===== src/hdl/lsfe_pkg.sv =====
package lsfe_pkg;

  localparam int LSFE_MAX_LEDS = 256;
  localparam int ROW_BYTES     = 9;
  localparam int CFG_DATA_W    = 9;
  localparam int CFG_IDX_W     = 2;

  localparam logic [8:0] LED_COUNT_RST  = 9'd256;
  localparam logic [3:0] FRONT_ROWS_RST = 4'd3;
  localparam logic [3:0] REAR_ROWS_RST  = 4'd3;

  localparam logic [2:0] SYM_ONE  = 3'b110;
  localparam logic [2:0] SYM_ZERO = 3'b100;

  localparam logic [3:0] LAST_BYTE = 4'(ROW_BYTES - 1);

  typedef enum logic [1:0] {
    CFG_LED_COUNT  = 2'd0,
    CFG_FRONT_ROWS = 2'd1,
    CFG_REAR_ROWS  = 2'd2
  } cfg_idx_t;

  typedef enum logic {
    REQ_WRITE = 1'b0,
    REQ_EMIT  = 1'b1
  } req_type_t;

  typedef enum logic [1:0] {
    ST_CLEAR,
    ST_IDLE,
    ST_SEND
  } state_t;

  typedef struct packed {
    logic [8:0] led_count;
    logic [3:0] front_rows;
    logic [3:0] rear_rows;
  } cfg_t;

  // Each colour bit becomes a three-bit symbol, MSB first.
  function automatic logic [23:0] expand_colour(input logic [7:0] c);
    logic [23:0] w;
    w = '0;
    for (int i = 0; i < 8; i++) begin
      w[3*i +: 3] = c[i] ? SYM_ONE : SYM_ZERO;
    end
    return w;
  endfunction

  // Byte k of an LED row: green bytes 0-2, red 3-5, blue 6-8.
  function automatic logic [7:0] row_byte(input logic [23:0] px, input logic [3:0] k);
    logic [7:0]  c;
    logic [23:0] w;
    case (k)
      4'd0, 4'd1, 4'd2: c = px[23:16];
      4'd3, 4'd4, 4'd5: c = px[15:8];
      default:          c = px[7:0];
    endcase
    w = expand_colour(c);
    case (k)
      4'd0, 4'd3, 4'd6: return w[23:16];
      4'd1, 4'd4, 4'd7: return w[15:8];
      default:          return w[7:0];
    endcase
  endfunction

endpackage


===== src/hdl/lsfe_req_if.sv =====
interface lsfe_req_if;
  logic       valid;
  logic       ready;
  logic       req_type;
  logic [7:0] led_index;
  logic [7:0] green;
  logic [7:0] red;
  logic [7:0] blue;

  modport source (output valid, req_type, led_index, green, red, blue, input ready);
  modport sink   (input valid, req_type, led_index, green, red, blue, output ready);
endinterface


===== src/hdl/lsfe_byte_if.sv =====
interface lsfe_byte_if;
  logic       valid;
  logic       ready;
  logic [7:0] spi_byte;
  logic       row_last;
  logic       frame_last;

  modport source (output valid, spi_byte, row_last, frame_last, input ready);
  modport sink   (input valid, spi_byte, row_last, frame_last, output ready);
endinterface


===== src/hdl/lsfe_frame_ctrl.sv =====
module lsfe_frame_ctrl
  import lsfe_pkg::*;
#(
  parameter int MAX_LEDS = LSFE_MAX_LEDS,
  parameter int AW       = (MAX_LEDS > 1) ? $clog2(MAX_LEDS) : 1
) (
  input  logic          clk,
  input  logic          rst,
  input  cfg_t          cfg,
  lsfe_req_if.sink      req,
  lsfe_byte_if.source   spi_out,
  output logic          ram_we,
  output logic [AW-1:0] ram_waddr,
  output logic [23:0]   ram_wdata,
  output logic          ram_re,
  output logic [AW-1:0] ram_raddr,
  input  logic [23:0]   ram_rdata
);

  localparam int RW  = $clog2(MAX_LEDS + 31);
  localparam int CW  = ((RW > 9) ? RW : 9) + 1;
  localparam int IXW = AW + 8;

  state_t          state, state_next;
  logic [AW-1:0]   clr_addr;
  logic [RW-1:0]   row_pos;
  logic [3:0]      byte_cnt;
  logic            is_led;
  logic            last_row;

  logic [CW-1:0]   leds, total, row_eff, led_off;
  logic            led_row, last_row_now;
  logic            acc, emit_acc, out_xfer, clr_done, idx_ok;
  logic [IXW-1:0]  idx_wide;

  // Frame geometry from the live registers
  always_comb begin
    if (cfg.led_count == '0) begin
      leds = CW'(1);
    end else if (CW'(cfg.led_count) > CW'(MAX_LEDS)) begin
      leds = CW'(MAX_LEDS);
    end else begin
      leds = CW'(cfg.led_count);
    end
    total        = CW'(cfg.front_rows) + leds + CW'(cfg.rear_rows);
    row_eff      = (CW'(row_pos) >= total) ? '0 : CW'(row_pos);
    led_row      = (row_eff >= CW'(cfg.front_rows)) &&
                   (row_eff < CW'(cfg.front_rows) + leds);
    last_row_now = (row_eff + CW'(1) == total);
    led_off      = row_eff - CW'(cfg.front_rows);
  end

  assign clr_done = (clr_addr == AW'(MAX_LEDS - 1));
  assign out_xfer = spi_out.valid && spi_out.ready;
  assign req.ready = (state == ST_IDLE) ||
                     ((state == ST_SEND) && (byte_cnt == LAST_BYTE) && spi_out.ready);
  assign acc      = req.valid && req.ready;
  assign emit_acc = acc && (req.req_type == REQ_EMIT);

  assign idx_wide = IXW'(req.led_index);
  assign idx_ok   = (32'(req.led_index) < 32'(MAX_LEDS));

  // Memory port: clearing pass after reset, else stores and row fetches
  assign ram_we    = (state == ST_CLEAR) || (acc && (req.req_type == REQ_WRITE) && idx_ok);
  assign ram_waddr = (state == ST_CLEAR) ? clr_addr : idx_wide[AW-1:0];
  assign ram_wdata = (state == ST_CLEAR) ? 24'd0 : {req.green, req.red, req.blue};
  assign ram_re    = emit_acc;
  assign ram_raddr = led_off[AW-1:0];

  assign spi_out.valid      = (state == ST_SEND);
  assign spi_out.spi_byte   = is_led ? row_byte(ram_rdata, byte_cnt) : 8'd0;
  assign spi_out.row_last   = (byte_cnt == LAST_BYTE);
  assign spi_out.frame_last = (byte_cnt == LAST_BYTE) && last_row;

  always_comb begin
    state_next = state;
    case (state)
      ST_CLEAR: if (clr_done) state_next = ST_IDLE;
      ST_IDLE:  if (emit_acc) state_next = ST_SEND;
      ST_SEND: begin
        if (out_xfer && (byte_cnt == LAST_BYTE)) begin
          state_next = emit_acc ? ST_SEND : ST_IDLE;
        end
      end
      default:  state_next = ST_CLEAR;
    endcase
  end

  always_ff @(posedge clk) begin
    if (rst) begin
      state    <= ST_CLEAR;
      clr_addr <= '0;
      row_pos  <= '0;
      byte_cnt <= '0;
    end else begin
      state <= state_next;
      if (state == ST_CLEAR) begin
        clr_addr <= clr_addr + AW'(1);
      end
      if (emit_acc) begin
        row_pos  <= last_row_now ? '0 : RW'(row_eff + CW'(1));
        byte_cnt <= '0;
      end else if (out_xfer) begin
        byte_cnt <= byte_cnt + 4'd1;
      end
    end
  end

  // Row flags travel with the fetched pixel
  always_ff @(posedge clk) begin
    if (emit_acc) begin
      is_led   <= led_row;
      last_row <= last_row_now;
    end
  end

`ifndef ASSERT_OFF
  a_emit_starts_row: assert property (@(posedge clk) disable iff (rst)
    emit_acc |=> (spi_out.valid && (byte_cnt == 4'd0)))
    else $error("emit transfer not followed by first byte of row");

  a_frame_in_row: assert property (@(posedge clk) disable iff (rst)
    (spi_out.valid && spi_out.frame_last) |-> spi_out.row_last)
    else $error("frame_last outside the last byte of a row");

  a_row_end: assert property (@(posedge clk) disable iff (rst)
    (out_xfer && spi_out.row_last) |=> (!spi_out.valid || $past(emit_acc)))
    else $error("bytes sent past the end of a row");

  a_no_req_in_clear: assert property (@(posedge clk) disable iff (rst)
    (state == ST_CLEAR) |-> (!acc && ram_we && !ram_re))
    else $error("item taken while pixel memory is clearing");

  a_row_in_frame: assert property (@(posedge clk) disable iff (rst)
    emit_acc |=> (CW'(row_pos) < $past(total)))
    else $error("row counter left outside the frame");
`endif

endmodule


===== src/flat_wrapper.sv =====
// flat-port wrapper written by rule: the top's interface ports become plain ports
module lsfe_frame_ctrl_flat import lsfe_pkg::*;
#(
  parameter int MAX_LEDS = LSFE_MAX_LEDS,
  parameter int AW       = (MAX_LEDS > 1) ? $clog2(MAX_LEDS) : 1
)
  (clk, rst, cfg, ram_we, ram_waddr, ram_wdata, ram_re, ram_raddr, ram_rdata, req_valid, req_req_type, req_led_index, req_green, req_red, req_blue, req_ready, spi_out_valid, spi_out_spi_byte, spi_out_row_last, spi_out_frame_last, spi_out_ready);
  lsfe_req_if req_i ();
  lsfe_byte_if spi_out_i ();
  input  logic clk;
  input  logic rst;
  input  cfg_t cfg;
  output logic ram_we;
  output logic [AW-1:0] ram_waddr;
  output logic [23:0] ram_wdata;
  output logic ram_re;
  output logic [AW-1:0] ram_raddr;
  input  logic [23:0] ram_rdata;
  input wire logic [$bits(req_i.valid)-1:0] req_valid;
  input wire logic [$bits(req_i.req_type)-1:0] req_req_type;
  input wire logic [$bits(req_i.led_index)-1:0] req_led_index;
  input wire logic [$bits(req_i.green)-1:0] req_green;
  input wire logic [$bits(req_i.red)-1:0] req_red;
  input wire logic [$bits(req_i.blue)-1:0] req_blue;
  output wire logic [$bits(req_i.ready)-1:0] req_ready;
  output wire logic [$bits(spi_out_i.valid)-1:0] spi_out_valid;
  output wire logic [$bits(spi_out_i.spi_byte)-1:0] spi_out_spi_byte;
  output wire logic [$bits(spi_out_i.row_last)-1:0] spi_out_row_last;
  output wire logic [$bits(spi_out_i.frame_last)-1:0] spi_out_frame_last;
  input wire logic [$bits(spi_out_i.ready)-1:0] spi_out_ready;
  assign req_i.valid = req_valid;
  assign req_i.req_type = req_req_type;
  assign req_i.led_index = req_led_index;
  assign req_i.green = req_green;
  assign req_i.red = req_red;
  assign req_i.blue = req_blue;
  assign req_ready = req_i.ready;
  assign spi_out_valid = spi_out_i.valid;
  assign spi_out_spi_byte = spi_out_i.spi_byte;
  assign spi_out_row_last = spi_out_i.row_last;
  assign spi_out_frame_last = spi_out_i.frame_last;
  assign spi_out_i.ready = spi_out_ready;
  lsfe_frame_ctrl #(.MAX_LEDS(MAX_LEDS), .AW(AW)) u_core (.clk(clk), .rst(rst), .cfg(cfg), .req(req_i), .spi_out(spi_out_i), .ram_we(ram_we), .ram_waddr(ram_waddr), .ram_wdata(ram_wdata), .ram_re(ram_re), .ram_raddr(ram_raddr), .ram_rdata(ram_rdata));
endmodule

===== config.mk =====
export PLATFORM = sky130hd
export DESIGN_NAME = lsfe_frame_ctrl_flat
export DESIGN_NICKNAME = d
export VERILOG_FILES = /design/src/hdl/lsfe_pkg.sv /design/src/hdl/lsfe_req_if.sv /design/src/hdl/lsfe_byte_if.sv /design/src/hdl/lsfe_frame_ctrl.sv /design/src/flat_wrapper.sv
export SDC_FILE = /design/constraint.sdc
export NUM_CORES = 1
export LEC_CHECK = 0
export BUFFER_PORTS_ARGS = -buffer_cell sky130_fd_sc_hd__buf_4
export CORE_UTILIZATION = 35
export DETAILED_ROUTE_END_ITERATION = 10
export HOLD_SLACK_MARGIN = 0.02
export PLACE_DENSITY = 0.59
export SETUP_SLACK_MARGIN = 0.02
export SLEW_MARGIN = 5
export SYNTH_ARGS = -nofsm -noshare
export SYNTH_HDL_FRONTEND = slang
export SYNTH_SLANG_ARGS = --single-unit
export TNS_END_PERCENT = 20

===== constraint.sdc =====
create_clock -name clk -period 7.3 [get_ports clk]
set_clock_uncertainty 0.1 [all_clocks]
set_input_delay 0.73 -clock clk [delete_from_list [all_inputs] [get_ports clk]]
set_output_delay 0.73 -clock clk [all_outputs]
set_load 0.01 [all_outputs]

==> results.ini <==
[global_route]
grt_max_degree=39
antenna_found_initial=0
grt_pass1_vias=3257
gr-usage-all-layers_pct=18.6
grt_pass1_wl_um=15300
overflow=0

[route]
num_vias=3490
drc=1
viasPerCell=5.20
drt_first_pass_iters=7
wl_per_cell_um=13.9
routed_wl_um=9330
first_iter_violations=136
ant_nets=0

[synth]
synth_edf_count=2
ys_seq_area_share_pct=15.7
synth-simple-area-share_pct=29.2
syn_avg_cell_area_um2=7.66
synth-adder-area-share_pct=14.6
ys_warn_count=0
netlist_area_um2=3320
netlist_instances=433
ys.flop_type=dfxtp_1
synth_cell_type_count=65
synth_compound_area_share_pct=20.9
async_reset_ff_share_pct=0
synth-xor-area-share_pct=10.1
synth_top_family_by_area=simple AND/OR/NAND/NOR gates
syn_nets=548
synth-seq-cells=25
synth_top_area_cell=dfxtp_1
yosysTopAreaCellShare_pct=13.9
synthTopCellsByArea=dfxtp_1 14%, ha_1 13%, nor2b_1 6.0%, nand2_1 4.8%, nor2_1 4.6%
muxShareOfSynthArea_pct=4.68

[clock_tree]
clockBufferDepth=2
clk_latency_ns=0.26
clk_pin_slew_ns=0.08
clock_sinks=25
cts_setup_buffers=0
cts_tree=built
cts_buffers=3
cts_max_level=1
cts-root-buf=clkbuf_8

[finish]
area_delta_synth_final_pct=35.6
fill_cells=913
seq_area_um2=520
layout-drive-gt1-share_pct=30.2
multiInputGateArea_um2=2670
nNetsFinal=676
antenna_cells=0

[placement]
gp_congestion=0.852
port_buffers=131
hpwl_um=7790

[critical_path]
worstSetupStartpointType=input port
crit_type=in -> out
endpoint_kind=output pin
path_max_fanout=10
cp.arrival_ns=6.08
crit_required_ns=6.47

[sta]
fin_hold_ws_ns=0.435
drv_slew=0
finalSetupTns_ns=0
hold_viol=0
finalSetupViolCount=0
finalCritPeriodShare_pct=94.7
worst_slew_pin_slew_ns=1.07
max_freq_mhz=145
slew_headroom_pct=28.0
rsz0062_at_grt=no
finalCriticalPeriod_ns=6.91

[pwr]
ir_drop_uv=66.5
clkPwrFrac_pct=19.9
p_int_mw=0.268
p_per_area_nw_per_um2=87.8
combinationalPowerShare_pct=44.4
leakage_nw=2.13
switchingPower_mw=0.128
seqPwrFrac_pct=35.8
swShare_pct=32.3

[floorplanning]
dieArea_um2=9870
die_h_um=99.4
start_util_pct=36.1
fp.dieW_um=99.4
io_pins=132
coreArea_um2=9200
fp-row-count=35

[outcome]
status=finished with violations
violations=DRC

[worst_hold_path]
hold_class=reg -> reg

[run]
timing.max_cap.violations=0

==> cell type report <==
type / instances / area share [%]
multi-input combinational: 367 / 59.2
tap: 111 / 3.09
inverter: 27 / 2.25
clock buffer: 4 / 1.00
sequential: 25 / 11.6
timing repair buffer: 137 / 22.9
==> critical path: stages <==
cell,delay (ns)
buf_4,0.14
nor4_1,0.26
a21oi_1,0.09
nor2_1,0.12
ha_1,0.21
inv_1,0.06
fa_1,0.51
fa_1,0.45
inv_1,0.07
a21oi_1,0.07
o21bai_2,0.19
or3b_4,0.43
o31a_1,0.28
ha_1,0.33
o2111ai_1,0.16
a41o_1,0.32
nand3_1,0.23
ha_1,0.27
fa_1,0.41
inv_1,0.08
a21o_1,0.15
a21oi_1,0.12
a22o_1,0.26
buf_4,0.14
==> cell usage in the layout, fill, tap and decap left out, types with 5 or more instances in the layout <==
cell type and count:
buf_4 137, nand2_1 41, nor2_1 40, ha_1 34
nor2b_1 32, inv_1 27, dfxtp_1 23, a21oi_1 22
nand3_1 16, xnor2_1 16, xor2_1 16, o21ai_0 14
and3_1 9, a21o_1 9, mux2_2 9, a211oi_1 8
nand2b_1 7, o21a_1 5, nor3_1 5, nand4_1 5
==> final timing paths <==
kind | startpoint | end | depth (start not counted) | slack (ns)
worst min register to register | u_core.byte_cnt[1]$_SDFFE_PP0P_ | u_core.byte_cnt[1]$_SDFFE_PP0P_ | 2 | 0.44
worst max-delay path | cfg[12] | ram_raddr[6] | 24 | 0.39
worst max register to register | u_core.row_pos[0]$_SDFFE_PP0P_ | u_core.row_pos[5]$_SDFFE_PP0P_ | 17 | 2.94
worst min-delay path | u_core.byte_cnt[1]$_SDFFE_PP0P_ | u_core.byte_cnt[1]$_SDFFE_PP0P_ | 2 | 0.44
==> state kept, by name (all words and copies together), names as in the netlist <==
register         count
u_core.byte_cnt      4
u_core.clr_addr      8
u_core.is_led        1
u_core.last_row      1
u_core.row_pos       9
u_core.state         2
==> synth_stat cells (4+ instances only) <==
cell       n
nand2_1   42
nor2_1    41
ha_1      34
nor2b_1   32
inv_1     27
a21oi_1   23
dfxtp_1   23
xnor2_1   17
nand3_1   16
xor2_1    16
o21ai_0   14
a21o_1     9
and3_1     9
mux2_2     9
a211oi_1   8
clkbuf_1   8
nand2b_1   7
nand4_1    5
nor3_1     5
o21a_1     5
a22o_1     4
a31oi_1    4
buf_2      4
mux2i_1    4
o31ai_1    4
==> layer usage <==
| layer | track usage (%) | vias to the layer above | part of all wire, % |
|---|---|---|---|
| met5 | 0 | - | 0 |
| met4 | 1.36 | 0 | 0.32 |
| met2 | 32.6 | 84 | 47 |
| met3 | 1.76 | 4 | 4.0 |
| met1 | 25.8 | 1592 | 48 |
| li1 | - | 1810 | - |
==> power groups by stage <==
stage / sequential, mW / clock [mW] / combinational (mW)
5_1_grt: 0.142 / 0.0873 / 0.194
3_5_place_dp: 0.145 / 0 / 0.173
2_1_floorplan: 0.144 / 0 / 0.106
4_1_cts: 0.141 / 0.0827 / 0.174
6_report: 0.141 / 0.0786 / 0.175
3_3_place_gp: 0.145 / 0 / 0.171
==> metrics by stage <==
step | power [mW] | utilization [%] | std cells | instance area (um^2) | setup slack (ns)
3_5_place_dp | 0.318 | 48.2 | 667 | 4430 | 0.203
2_1_floorplan | 0.250 | - | 433 | 3320 | 0.509
5_1_grt | 0.423 | 48.9 | 671 | 4500 | 0.0399
3_3_place_gp | 0.315 | 48.2 | 667 | 4430 | 0.324
6_report | 0.395 | 48.9 | 671 | 4500 | 0.387
4_1_cts | 0.398 | 48.7 | 671 | 4480 | 0.321
==> cells by family (layout without fill, tap and decap cells) <==
kind of cell | Yosys count | in the layout
compound gates | 100 | 100
xor+xnor | 35 | 35
fa+ha+maj | 37 | 37
buf+inv | 41 | 168
flops | 25 | 25
mux | 14 | 14
simple gates | 181 | 181
==> timing repair <==
| item | 4_1_cts | 5_1_grt |
|---|---|---|
| hold buffers | 0 | 0 |
| resized for setup | 0 | 5 |
| endpoints found under the setup margin | 0 | 12 |
Power figures use the tool's default switching activity.
