$ cat src/hdl/lsfe_pkg.sv
package lsfe_pkg;

  localparam int LSFE_MAX_LEDS = 256;
  localparam int ROW_BYTES     = 9;
  localparam int CFG_DATA_W    = 9;
  localparam int CFG_IDX_W     = 2;

  localparam logic [8:0] LED_COUNT_RST  = 9'd256;
  localparam logic [3:0] FRONT_ROWS_RST = 4'd3;
  localparam logic [3:0] REAR_ROWS_RST  = 4'd3;

  localparam logic [2:0] SYM_ONE  = 3'b110;
  localparam logic [2:0] SYM_ZERO = 3'b100;

  localparam logic [3:0] LAST_BYTE = 4'(ROW_BYTES - 1);

  typedef enum logic [1:0] {
    CFG_LED_COUNT  = 2'd0,
    CFG_FRONT_ROWS = 2'd1,
    CFG_REAR_ROWS  = 2'd2
  } cfg_idx_t;

  typedef enum logic {
    REQ_WRITE = 1'b0,
    REQ_EMIT  = 1'b1
  } req_type_t;

  typedef enum logic [1:0] {
    ST_CLEAR,
    ST_IDLE,
    ST_SEND
  } state_t;

  typedef struct packed {
    logic [8:0] led_count;
    logic [3:0] front_rows;
    logic [3:0] rear_rows;
  } cfg_t;

  // Each colour bit becomes a three-bit symbol, MSB first.
  function automatic logic [23:0] expand_colour(input logic [7:0] c);
    logic [23:0] w;
    w = '0;
    for (int i = 0; i < 8; i++) begin
      w[3*i +: 3] = c[i] ? SYM_ONE : SYM_ZERO;
    end
    return w;
  endfunction

  // Byte k of an LED row: green bytes 0-2, red 3-5, blue 6-8.
  function automatic logic [7:0] row_byte(input logic [23:0] px, input logic [3:0] k);
    logic [7:0]  c;
    logic [23:0] w;
    case (k)
      4'd0, 4'd1, 4'd2: c = px[23:16];
      4'd3, 4'd4, 4'd5: c = px[15:8];
      default:          c = px[7:0];
    endcase
    w = expand_colour(c);
    case (k)
      4'd0, 4'd3, 4'd6: return w[23:16];
      4'd1, 4'd4, 4'd7: return w[15:8];
      default:          return w[7:0];
    endcase
  endfunction

endpackage

$ cat src/hdl/lsfe_cfg_regs.sv
module lsfe_cfg_regs
  import lsfe_pkg::*;
(
  input  logic                  clk,
  input  logic                  rst,
  input  logic                  cfg_we,
  input  logic [CFG_IDX_W-1:0]  cfg_index,
  input  logic [CFG_DATA_W-1:0] cfg_data,
  output cfg_t                  cfg
);

  always_ff @(posedge clk) begin
    if (rst) begin
      cfg.led_count  <= LED_COUNT_RST;
      cfg.front_rows <= FRONT_ROWS_RST;
      cfg.rear_rows  <= REAR_ROWS_RST;
    end else if (cfg_we) begin
      case (cfg_index)
        CFG_LED_COUNT:  cfg.led_count  <= cfg_data;
        CFG_FRONT_ROWS: cfg.front_rows <= cfg_data[3:0];
        CFG_REAR_ROWS:  cfg.rear_rows  <= cfg_data[3:0];
        default: ;
      endcase
    end
  end

endmodule

$ cat config.mk
export PLATFORM = sky130hd
export DESIGN_NAME = lsfe_cfg_regs
export DESIGN_NICKNAME = d
export VERILOG_FILES = /design/src/hdl/lsfe_pkg.sv /design/src/hdl/lsfe_cfg_regs.sv
export SDC_FILE = /design/constraint.sdc
export NUM_CORES = 1
export LEC_CHECK = 0
export ABC_AREA = 0
export BUFFER_PORTS_ARGS = -buffer_cell sky130_fd_sc_hd__buf_2
export CORE_MARGIN = 5
export CORE_UTILIZATION = 47
export CTS_BUF_LIST = sky130_fd_sc_hd__clkbuf_2 sky130_fd_sc_hd__clkbuf_4 sky130_fd_sc_hd__clkbuf_8
export CTS_CLUSTER_DIAMETER = 30
export DETAILED_ROUTE_END_ITERATION = 8
export GPL_TIMING_DRIVEN = 0
export PLACE_DENSITY_LB_ADDON = 0.12
export SLEW_MARGIN = 20
export SYNTH_ARGS = -nofsm -noshare
export SYNTH_HDL_FRONTEND = slang
export SYNTH_SLANG_ARGS = --single-unit
$ cat constraint.sdc
create_clock -name clk -period 1.09 [get_ports clk]
set_input_delay 0.1635 -clock clk [delete_from_list [all_inputs] [get_ports clk]]
set_output_delay 0.1635 -clock clk [all_outputs]
set_load 0.005 [all_outputs]
==> impl_results.md, run 1 <==
* DRC Markers at 0
* 1st-pass router iterations at 3
* Critical path launch point type: register
* # port buffers at 29
* Fin. max-slew vios at 0
* #FFs+latches synth at 17
* Final Util at between 60 and 70%
* Top Registers: cfg x17
* Status: finished, final reports clean
* Crit path buffers/inverters at 1
* Syn_area_per_cell at 10.2 µm²
* CTS buffer count at 3
* # rows at 14
* Initial Util at between 40 and 50%
* Least-Margin Pin Slew at between 0.3 and 0.4 ns
* Max reg flops at 17
* Sequential area share after synthesis at 47.1%
* Total Routed Length at between 1000 and 1500 µm
* Clk sinks at 17
* Fin crit period at between 0.9 and 1 ns
* Required @ worst endpoint at about 0.93 ns
* Crit path cell chain: buf_2
* WL/cell at 12.1 µm
* Vias in the first global route at approximately 520
* Comb power frac at 11.6%
* Crit-path max cell delay at between 0.3 and 0.4 ns
* Largest reg by FF count: cfg
* CP Class: reg -> out
* Clock-pin transition on the worst setup and hold timing paths at roughly 0.09 ns
* Distinct cells, synth at 10
* Crit path max-delay family: flip-flops
* Share of cells above drive strength 1 at a little over a third
* Fin crit share at a little under nine tenths
* Power Dens Cells at ~1200 mW/mm²
* H-Tree Depth at 1
* Worst VDD drop at a little under 1 mV
* Cell count after synthesis at 71
* RSZ-0062 raised after global routing: false
* DR vias at 570
* First-pass GRT wire length at between 2000 and 2500 µm
* Fill cells at 140
* Top post-synthesis cells by area: dfxtp_1 (47%), mux2i_1 (24%), nand2b_1 (17%)
* Mapped cell area at a little over 700 µm²
* Flop pwr share at between 50% and 60%
* Crit path DAT at between 0.7 and 0.8 ns
* Top cell type's share of synthesized area at between 40% and 50%
* Die area at approximately 0.0024 mm²
* Switch Pwr at 261 µW
* Cells after DPL at between 100 and 150
* Final hold vios at 0
* Area Growth Syn to Fin at 27.0%
* Fmax at between 1000 and 1500 MHz
* Final #Nets at 119
* Grt total ovfl at 0
* Layout Skew at 0 ns
* Hold Crit Class: in -> reg
* CTS tree: built
* Maximum fanout along the worst path at 2
* Initial DRC count at 3
* Final setup vio count at 0
* Fin Setup TNS at 0 ns
* Area leader, netlist: dfxtp_1
* Max_cap viols at 0
* Total track usage at between 10% and 20%
* Leak at around 0.44 nW
* Post-route ant nets at 0
* Placer Congestion at between 0.7 and 0.8
* Internal power at 882 µW
* # IOs at 31
* Clock power frac at between 30% and 40%
* Initial antenna violation count at 0
* Worst path slowest cell: dfxtp_1
* Largest net degree at the start of global routing at 11
* Drt via density at 4.75
* Core Area at approximately 0.0015 mm²
* Relative slew slack at between 70% and 80%
* ANT cells at 0
* Post-DP HPWL at 1110 µm
* Finished Layout Cells at 120
* Setup crit end kind: primary output
* Syn nets at 85
* Clock Latency Late Sink at roughly 0.28 ns
* Die Wd at 49.2 µm
* Cts repair resizes at 0
* Post-CTS Hold Fix Bufs at 0
* CTS max path bufs at 2
* Sw Ratio at a little under a quarter
* Die Ht at roughly 49 µm
* Root buffer cell: clkbuf_4
* Setup Fix Bufs, Post-CTS at 0
* Ys Warns at 0
-- placed cells by master (no fill, tap or decap) --
master / synthesis / routed
and3b_1: 1 / 1
buf_2: 4 / 33
clkbuf_1: 1 / 1
clkbuf_4: 0 / 4
dfxtp_1: 17 / 17
mux2i_1: 17 / 17
nand2b_1: 20 / 20
nand3b_1: 1 / 1
nor2_1: 8 / 8
nor3b_1: 1 / 1
or3b_1: 1 / 1
-- worst reg2reg max path: cells and delay by family (launching register included) --
| family | cells | cell delay (ns) |
|---|---|---|
| DFF | 1 | 0.36 |
| muxes | 1 | 0.12 |
| and+or+nand+nor | 1 | 0.07 |
-- path summary, 6_finish.rpt --
kind | startpoint | end | slack [ns] | depth (start not counted)
max | cfg[2] | cfg[2] | 0.16 | 1
min | cfg_data[5] | cfg[13] | 0.13 | 3
max reg2reg | cfg[2] | cfg[2] | 0.48 | 2
min reg2reg | cfg[10] | cfg[10] | 0.48 | 2
-- per-stage QoR --
step                power [mW]  cell area (µm²)  setup slack (ns)  hold slack, ns
floorplan                0.742              722             0.271           0.318
global placement         0.798              887            0.0705           0.420
detailed placement       0.802              887            0.0537           0.434
CTS                       1.16              917             0.155           0.124
global route              1.21              917             0.108           0.130
finish                    1.14              917             0.160           0.130
-- power groups by stage --
stage / Clock, mW / Sequential [mW] / Combinational, mW
floorplan: 0 / 0.670 / 0.0724
global placement: 0 / 0.667 / 0.132
detailed placement: 0 / 0.668 / 0.134
CTS: 0.368 / 0.653 / 0.135
global route: 0.410 / 0.657 / 0.147
finish: 0.357 / 0.653 / 0.133
-- Yosys cell counts --
library cell and count:
nand2b_1 20, dfxtp_1 17, and3b_1 1, nor3b_1 1, buf_2 4, or3b_1 1, nand3b_1 1, mux2i_1 17
nor2_1 8, clkbuf_1 1
-- area by class of cell --
type / instances / area [µm²] / share of cell area, %
Sequential cell: 17 / 340 / 37.1
Tap cell: 16 / 20.0 / 2.18
Clock buffer: 4 / 30.0 / 3.27
Timing Repair Buffer: 29 / 145 / 15.8
Buffer: 5 / 23.8 / 2.59
Multi-Input combinational cell: 49 / 358 / 39.0
-- cells by family after synthesis --
family	share of synthesized area [%]
buffers and inverters	3.29
AND/OR/NAND/NOR	26.0
flip-flops	47.1
multiplexers	23.6
-- metal layers --
layer	routed length (µm)	up-vias	GRT usage, %
met3	106	0	4.59
li1	-	300	-
met2	666	16	19.7
met4	0	0	5.38
met5	0	-	0
met1	680	254	14.9
No activity file was read; power rests on OpenSTA's default activity.
==> inputs of run 2 (changes only) <==
- BUFFER_PORTS_ARGS: -buffer_cell sky130_fd_sc_hd__buf_2 -> not set
- CORE_AREA: not set -> 5 5 42 44
- CORE_MARGIN: 5 -> not set
- CORE_UTILIZATION: 47 -> not set
- DIE_AREA: not set -> 0 0 47 49
- DONT_BUFFER_PORTS: not set -> 1
==> run 2 against run 1 <==
Against the previous run: global-route usage increased by 0.43 points; worst setup slack better by 0.11 ns; via count shrank 18%; final area fell by 16%; register-to-register slack got worse by 0.04 ns; clock power shrank 2%; largest cell class unchanged; first-iteration DRC count down 33%; critical path type unchanged; largest power group unchanged; combinational power decreased by 36%; total power fell by 4.3%; non-clock buffer count decreased by 29.
==> impl_results.md, run 2 (synthesized netlist as in run 1, its figures left out) <==
* Final #Nets at 90
* CTS tree: built
* DRC Markers at 0
* Initial antenna violation count at 0
* Switch Pwr at between 200 and 250 µW
* Total track usage at between 10% and 20%
* 1st-pass router iterations at 2
* Final setup vio count at 0
* Leak at roughly 0.32 nW
* WL/cell at about 14 µm
* Fin crit period at between 0.8 and 0.9 ns
* Least-Margin Pin Slew at 0.376 ns
* First-pass GRT wire length at approximately 2100 µm
* FF/Latch Area at ~340 µm²
* Layout Skew at 0 ns
* Fin. max-slew vios at 0
* Critical path launch point type: register
* Largest reg by FF count: cfg
* Clock Latency Late Sink at approximately 0.28 ns
* CTS max path bufs at 2
* Status: finished, final reports clean
* Crit path DAT at ~0.65 ns
* Maximum fanout along the worst path at 2
* # IOs at 31
* Fill cells at around 140
* Max_cap viols at 0
* Grt total ovfl at 0
* Total Routed Length at roughly 1300 µm
* Post-DP HPWL at roughly 1000 µm
* ANT cells at 0
* Root buffer cell: clkbuf_4
* Most common cell after layout, fill and taps aside: nand2b_1
* H-Tree Depth at 1
* Flop pwr share at 60.3%
* Cells on worst reg2reg path at 2
* # rows at 14
* Final hold vios at 0
* Fmax at roughly 1200 MHz
* # port buffers at 0
* DR vias at around 470
* Vias in the first global route at 437
* Critical path depth in cells at 0
* Die Ht at just under 50 µm
* Required @ worst endpoint at a little over 0.9 ns
* Area Growth Syn to Fin at 6.93%
* Core Area at 0.00140 mm²
* Post-CTS Hold Fix Bufs at 0
* Share of cells above drive strength 1 at around a tenth
* Placer Congestion at between 0.6 and 0.7
* Max reg flops at 17
* Clk sinks at 17
* Multi-input logic area at about 360 µm²
* Initial Util at ~52%
* Clock power frac at a little under a third
* Internal power at ~850 µW
* Fin crit share at about 75%
* Post-route ant nets at 0
* Comb power frac at approximately 7.7%
* Post-route design area at 772 µm²
* Setup Fix Bufs, Post-CTS at 0
* Total Power Consumption at roughly 1.1 mW
* Fin Setup TNS at 0 ns
* Top Registers: cfg x17
* CP Class: reg -> out
* Cts repair resizes at 0
* Largest net degree at the start of global routing at 11
* Setup crit end kind: primary output
* Relative slew slack at 74.9%
* Final Util at between 50% and 60%
* Finished Layout Cells at approximately 90
* Die area at about 0.0023 mm²
* Commonest cells after routing, fill and taps aside: nand2b_1 (20), mux2i_1 (17), dfxtp_1 (17)
* Sw Ratio at between 20% and 30%
* Area of placed instances at 742 µm²
* Drt via density at ~5
* Power Dens Cells at roughly 1400 mW/mm²
* Initial DRC count at 2
* Hold Crit Class: in -> reg
* Cells after DPL at between 80 and 90
* Worst hold path depth at 2
* RSZ-0062 raised after global routing: false
* Worst VDD drop at slightly above 0.7 mV
* Die Wd at between 40 and 50 µm
* CTS buffer count at 3
* Clock-pin transition on the worst setup and hold timing paths at 0.09 ns
[run 2: changes by cell type in the layout (fill, tap and decap cells not counted), sizes merged]
cell | previous run | this run
buf | 33 | 4
[run 2: layer usage]
metal  vias up  global-route usage [%]  share of wire, %
met4         0                    5.53                 0
met3         0                    5.54               9.6
met5         -                       0                 0
met1       210                    17.1                42
met2        16                    17.9                48
li1        240                       -                 -
[run 2: final timing paths]
path	slack (ns)	end	from
max	0.27	cfg[5]	cfg[5]
min	0.03	cfg[8]	cfg_data[0]
max reg2reg	0.44	cfg[5]	cfg[5]
min reg2reg	0.49	cfg[8]	cfg[8]
[run 2: power groups by stage]
stage               Combinational [mW]  Sequential, mW  Clock (mW)
floorplan                       0.0724           0.670           0
global placement                0.0842           0.674           0
detailed placement              0.0863           0.675           0
CTS                             0.0867           0.661       0.372
global route                    0.0961           0.663       0.397
finish                          0.0848           0.660       0.349
[run 2: area by class of cell]
| type | count | area share, % |
|---|---|---|
| plain buffers | 5 | 3.08 |
| clock buffers | 4 | 3.89 |
| flip-flops and latches | 17 | 44.1 |
| well taps | 16 | 2.59 |
| multi-input cells | 49 | 46.4 |
[run 2: stage by stage]
stage / hold slack (ns) / setup WS [ns]
6_report: 0.0256 / 0.272
5_1_grt: 0.0121 / 0.229
4_1_cts: 0.0167 / 0.249
3_5_place_dp: 0.330 / 0.0611
3_3_place_gp: 0.322 / 0.108
2_1_floorplan: 0.318 / 0.271
==> inputs of run 3 (changes only) <==
- clock period: 1.09 -> 0.8 ns (I/O delays scaled with it)
==> run 3 against run 2 <==
Against the previous run: combinational power is 69% higher; clock power is 37% higher; sequential power is 37% higher; critical path depth stayed put; register-to-register slack worse by 0.27 ns; sequential cell count stayed put; sequential share of layout area is 2.8 points lower; wire length is 5.5% higher; non-clock buffer count is 7 higher; largest cell class unchanged.
==> impl_results.md, run 3 (synthesized netlist as in run 1, its figures left out) <==
* Status: finished, final reports clean
* Metal3 WL at around 120 µm
* Initial DRC count at 0
* Crit path DAT at between 0.6 and 0.7 ns
* Hold Crit Class: in -> reg
* CTS tree: built
* Max reg flops at 17
* Post-route ant nets at 0
* Largest reg by FF count: cfg
* Final setup vio count at 0
* Vias in the first global route at slightly below 500
* WL met1 at 587 µm
* Critical path launch point type: register
* Initial antenna violation count at 0
* Maximum fanout along the worst path at 2
* Commonest cells after routing, fill and taps aside: nand2b_1 (20), mux2i_1 (17), dfxtp_2 (10)
* Clock Latency Late Sink at 0.28 ns
* Most common cell after layout, fill and taps aside: nand2b_1
* # rows at 14
* Fmax at approximately 1300 MHz
* Fin. max-slew vios at 0
* Power Dens Cells at 1780 mW/mm²
* # port buffers at 0
* Total Routed Length at approximately 1400 µm
* Post-DP HPWL at 1020 µm
* Placer Congestion at roughly 0.65
* CP Class: reg -> out
* Fin crit period at 0.767 ns
* H-Tree Depth at 1
* Setup crit end kind: primary output
* Worst VDD drop at 0.980 mV
* ANT cells at 0
* Final hold vios at 0
* Root buffer cell: clkbuf_4
* Clock-pin transition on the worst setup and hold timing paths at 0.09 ns
* Required @ worst endpoint at about 0.68 ns
* Fin Setup TNS at 0 ns
* Area of placed instances at approximately 740 µm²
* PnR worst setup slack at roughly 0.033 ns
* DRC Markers at 0
* WL/cell at roughly 14 µm
* WL met2 at about 680 µm
* Least-Margin Pin Slew at 0.378 ns
* Cells after DPL at just under 90
* Final #Nets at 97
* Largest net degree at the start of global routing at 11
* DP Worst Slack at -0.185 ns
* Final Util at between 60% and 70%
* First-pass GRT wire length at around 2300 µm
* DR vias at just over 500
* Area Growth Syn to Fin at 18.4%
* Layout Skew at 0 ns
* Grt total ovfl at 0
* Die Wd at about 47 µm
* Finished Layout Cells at 98
* Post-route design area at ~850 µm²
* Die Ht at approximately 50 µm
* Clk sinks at 17
* Fill cells at between 100 and 150
* Total track usage at between 10 and 15%
* Relative slew slack at between 70% and 80%
* Leak at around 0.35 nW
* CTS buffer count at 3
* Share of cells above drive strength 1 at between 20% and 30%
* # IOs at 31
* Multi-input logic area at 358 µm²
* Max_cap viols at 0
* Core Area at roughly 0.0014 mm²
* CTS max path bufs at 2
* FF/Latch Area at between 300 and 400 µm²
* Top Registers: cfg x17
* Fin crit share at between 90% and 100%
* Die area at around 0.0023 mm²
* Drt via density at 5.18
* Top sig layer: met4
* 1st-pass router iterations at 1
* Initial Util at between 50% and 60%
-- run 3: cell count changes in the layout (fill, tap and decap cells not counted) --
cell	previous run	this run
dfxtp_1	17	7
dfxtp_2	0	10
dlygate4sd3_1	0	7
-- run 3: area by class of cell --
class                   instances  area share, %
plain buffers                   5           2.78
multi-input cells              49           41.9
well taps                      16           2.34
repair buffers                  7           8.20
flip-flops and latches         17           41.3
clock buffers                   4           3.51
-- run 3: metrics by stage --
step,power (mW),hold WS (ns)
after floorplan,1.01,0.275
after global placement,1.03,0.278
after detailed placement,1.04,0.286
after CTS,1.55,0.00584
after global routing,1.61,0.0271
final,1.52,0.0150
-- run 3: path summary, 6_finish.rpt --
kind,start,cells after the start,slack [ns],to
worst max register to register,cfg[5],2,0.17,cfg[5]
worst min-delay path,cfg_data[1],2,0.02,cfg[1]
worst min register to register,cfg[15],2,0.49,cfg[15]
worst max-delay path,cfg[2],0,0.03,cfg[2]
-- run 3: where the power goes --
group          internal (mW)  switching [mW]  total [mW]  leakage (nW)
logic                 0.0826          0.0605       0.143         0.191
clock network          0.227           0.250       0.477        0.0184
registers              0.880          0.0225       0.902         0.139
total                   1.19           0.333        1.52         0.349
-- run 3: timing repair --
| item | 4_1_cts | 5_1_grt |
|---|---|---|
| setup buffers | 0 | 0 |
| endpoints found under the setup margin | 0 | 11 |
| hold endpoints to repair | 7 | 0 |
| resized for setup | 0 | 10 |
| hold buffers | 7 | 0 |
-- run 3: metal layers --
metal  GRT usage (%)  up-vias
li1                -      253
met1            16.6      235
met2            20.8       18
met3            5.90        2
met4            5.53        0
met5               0        -
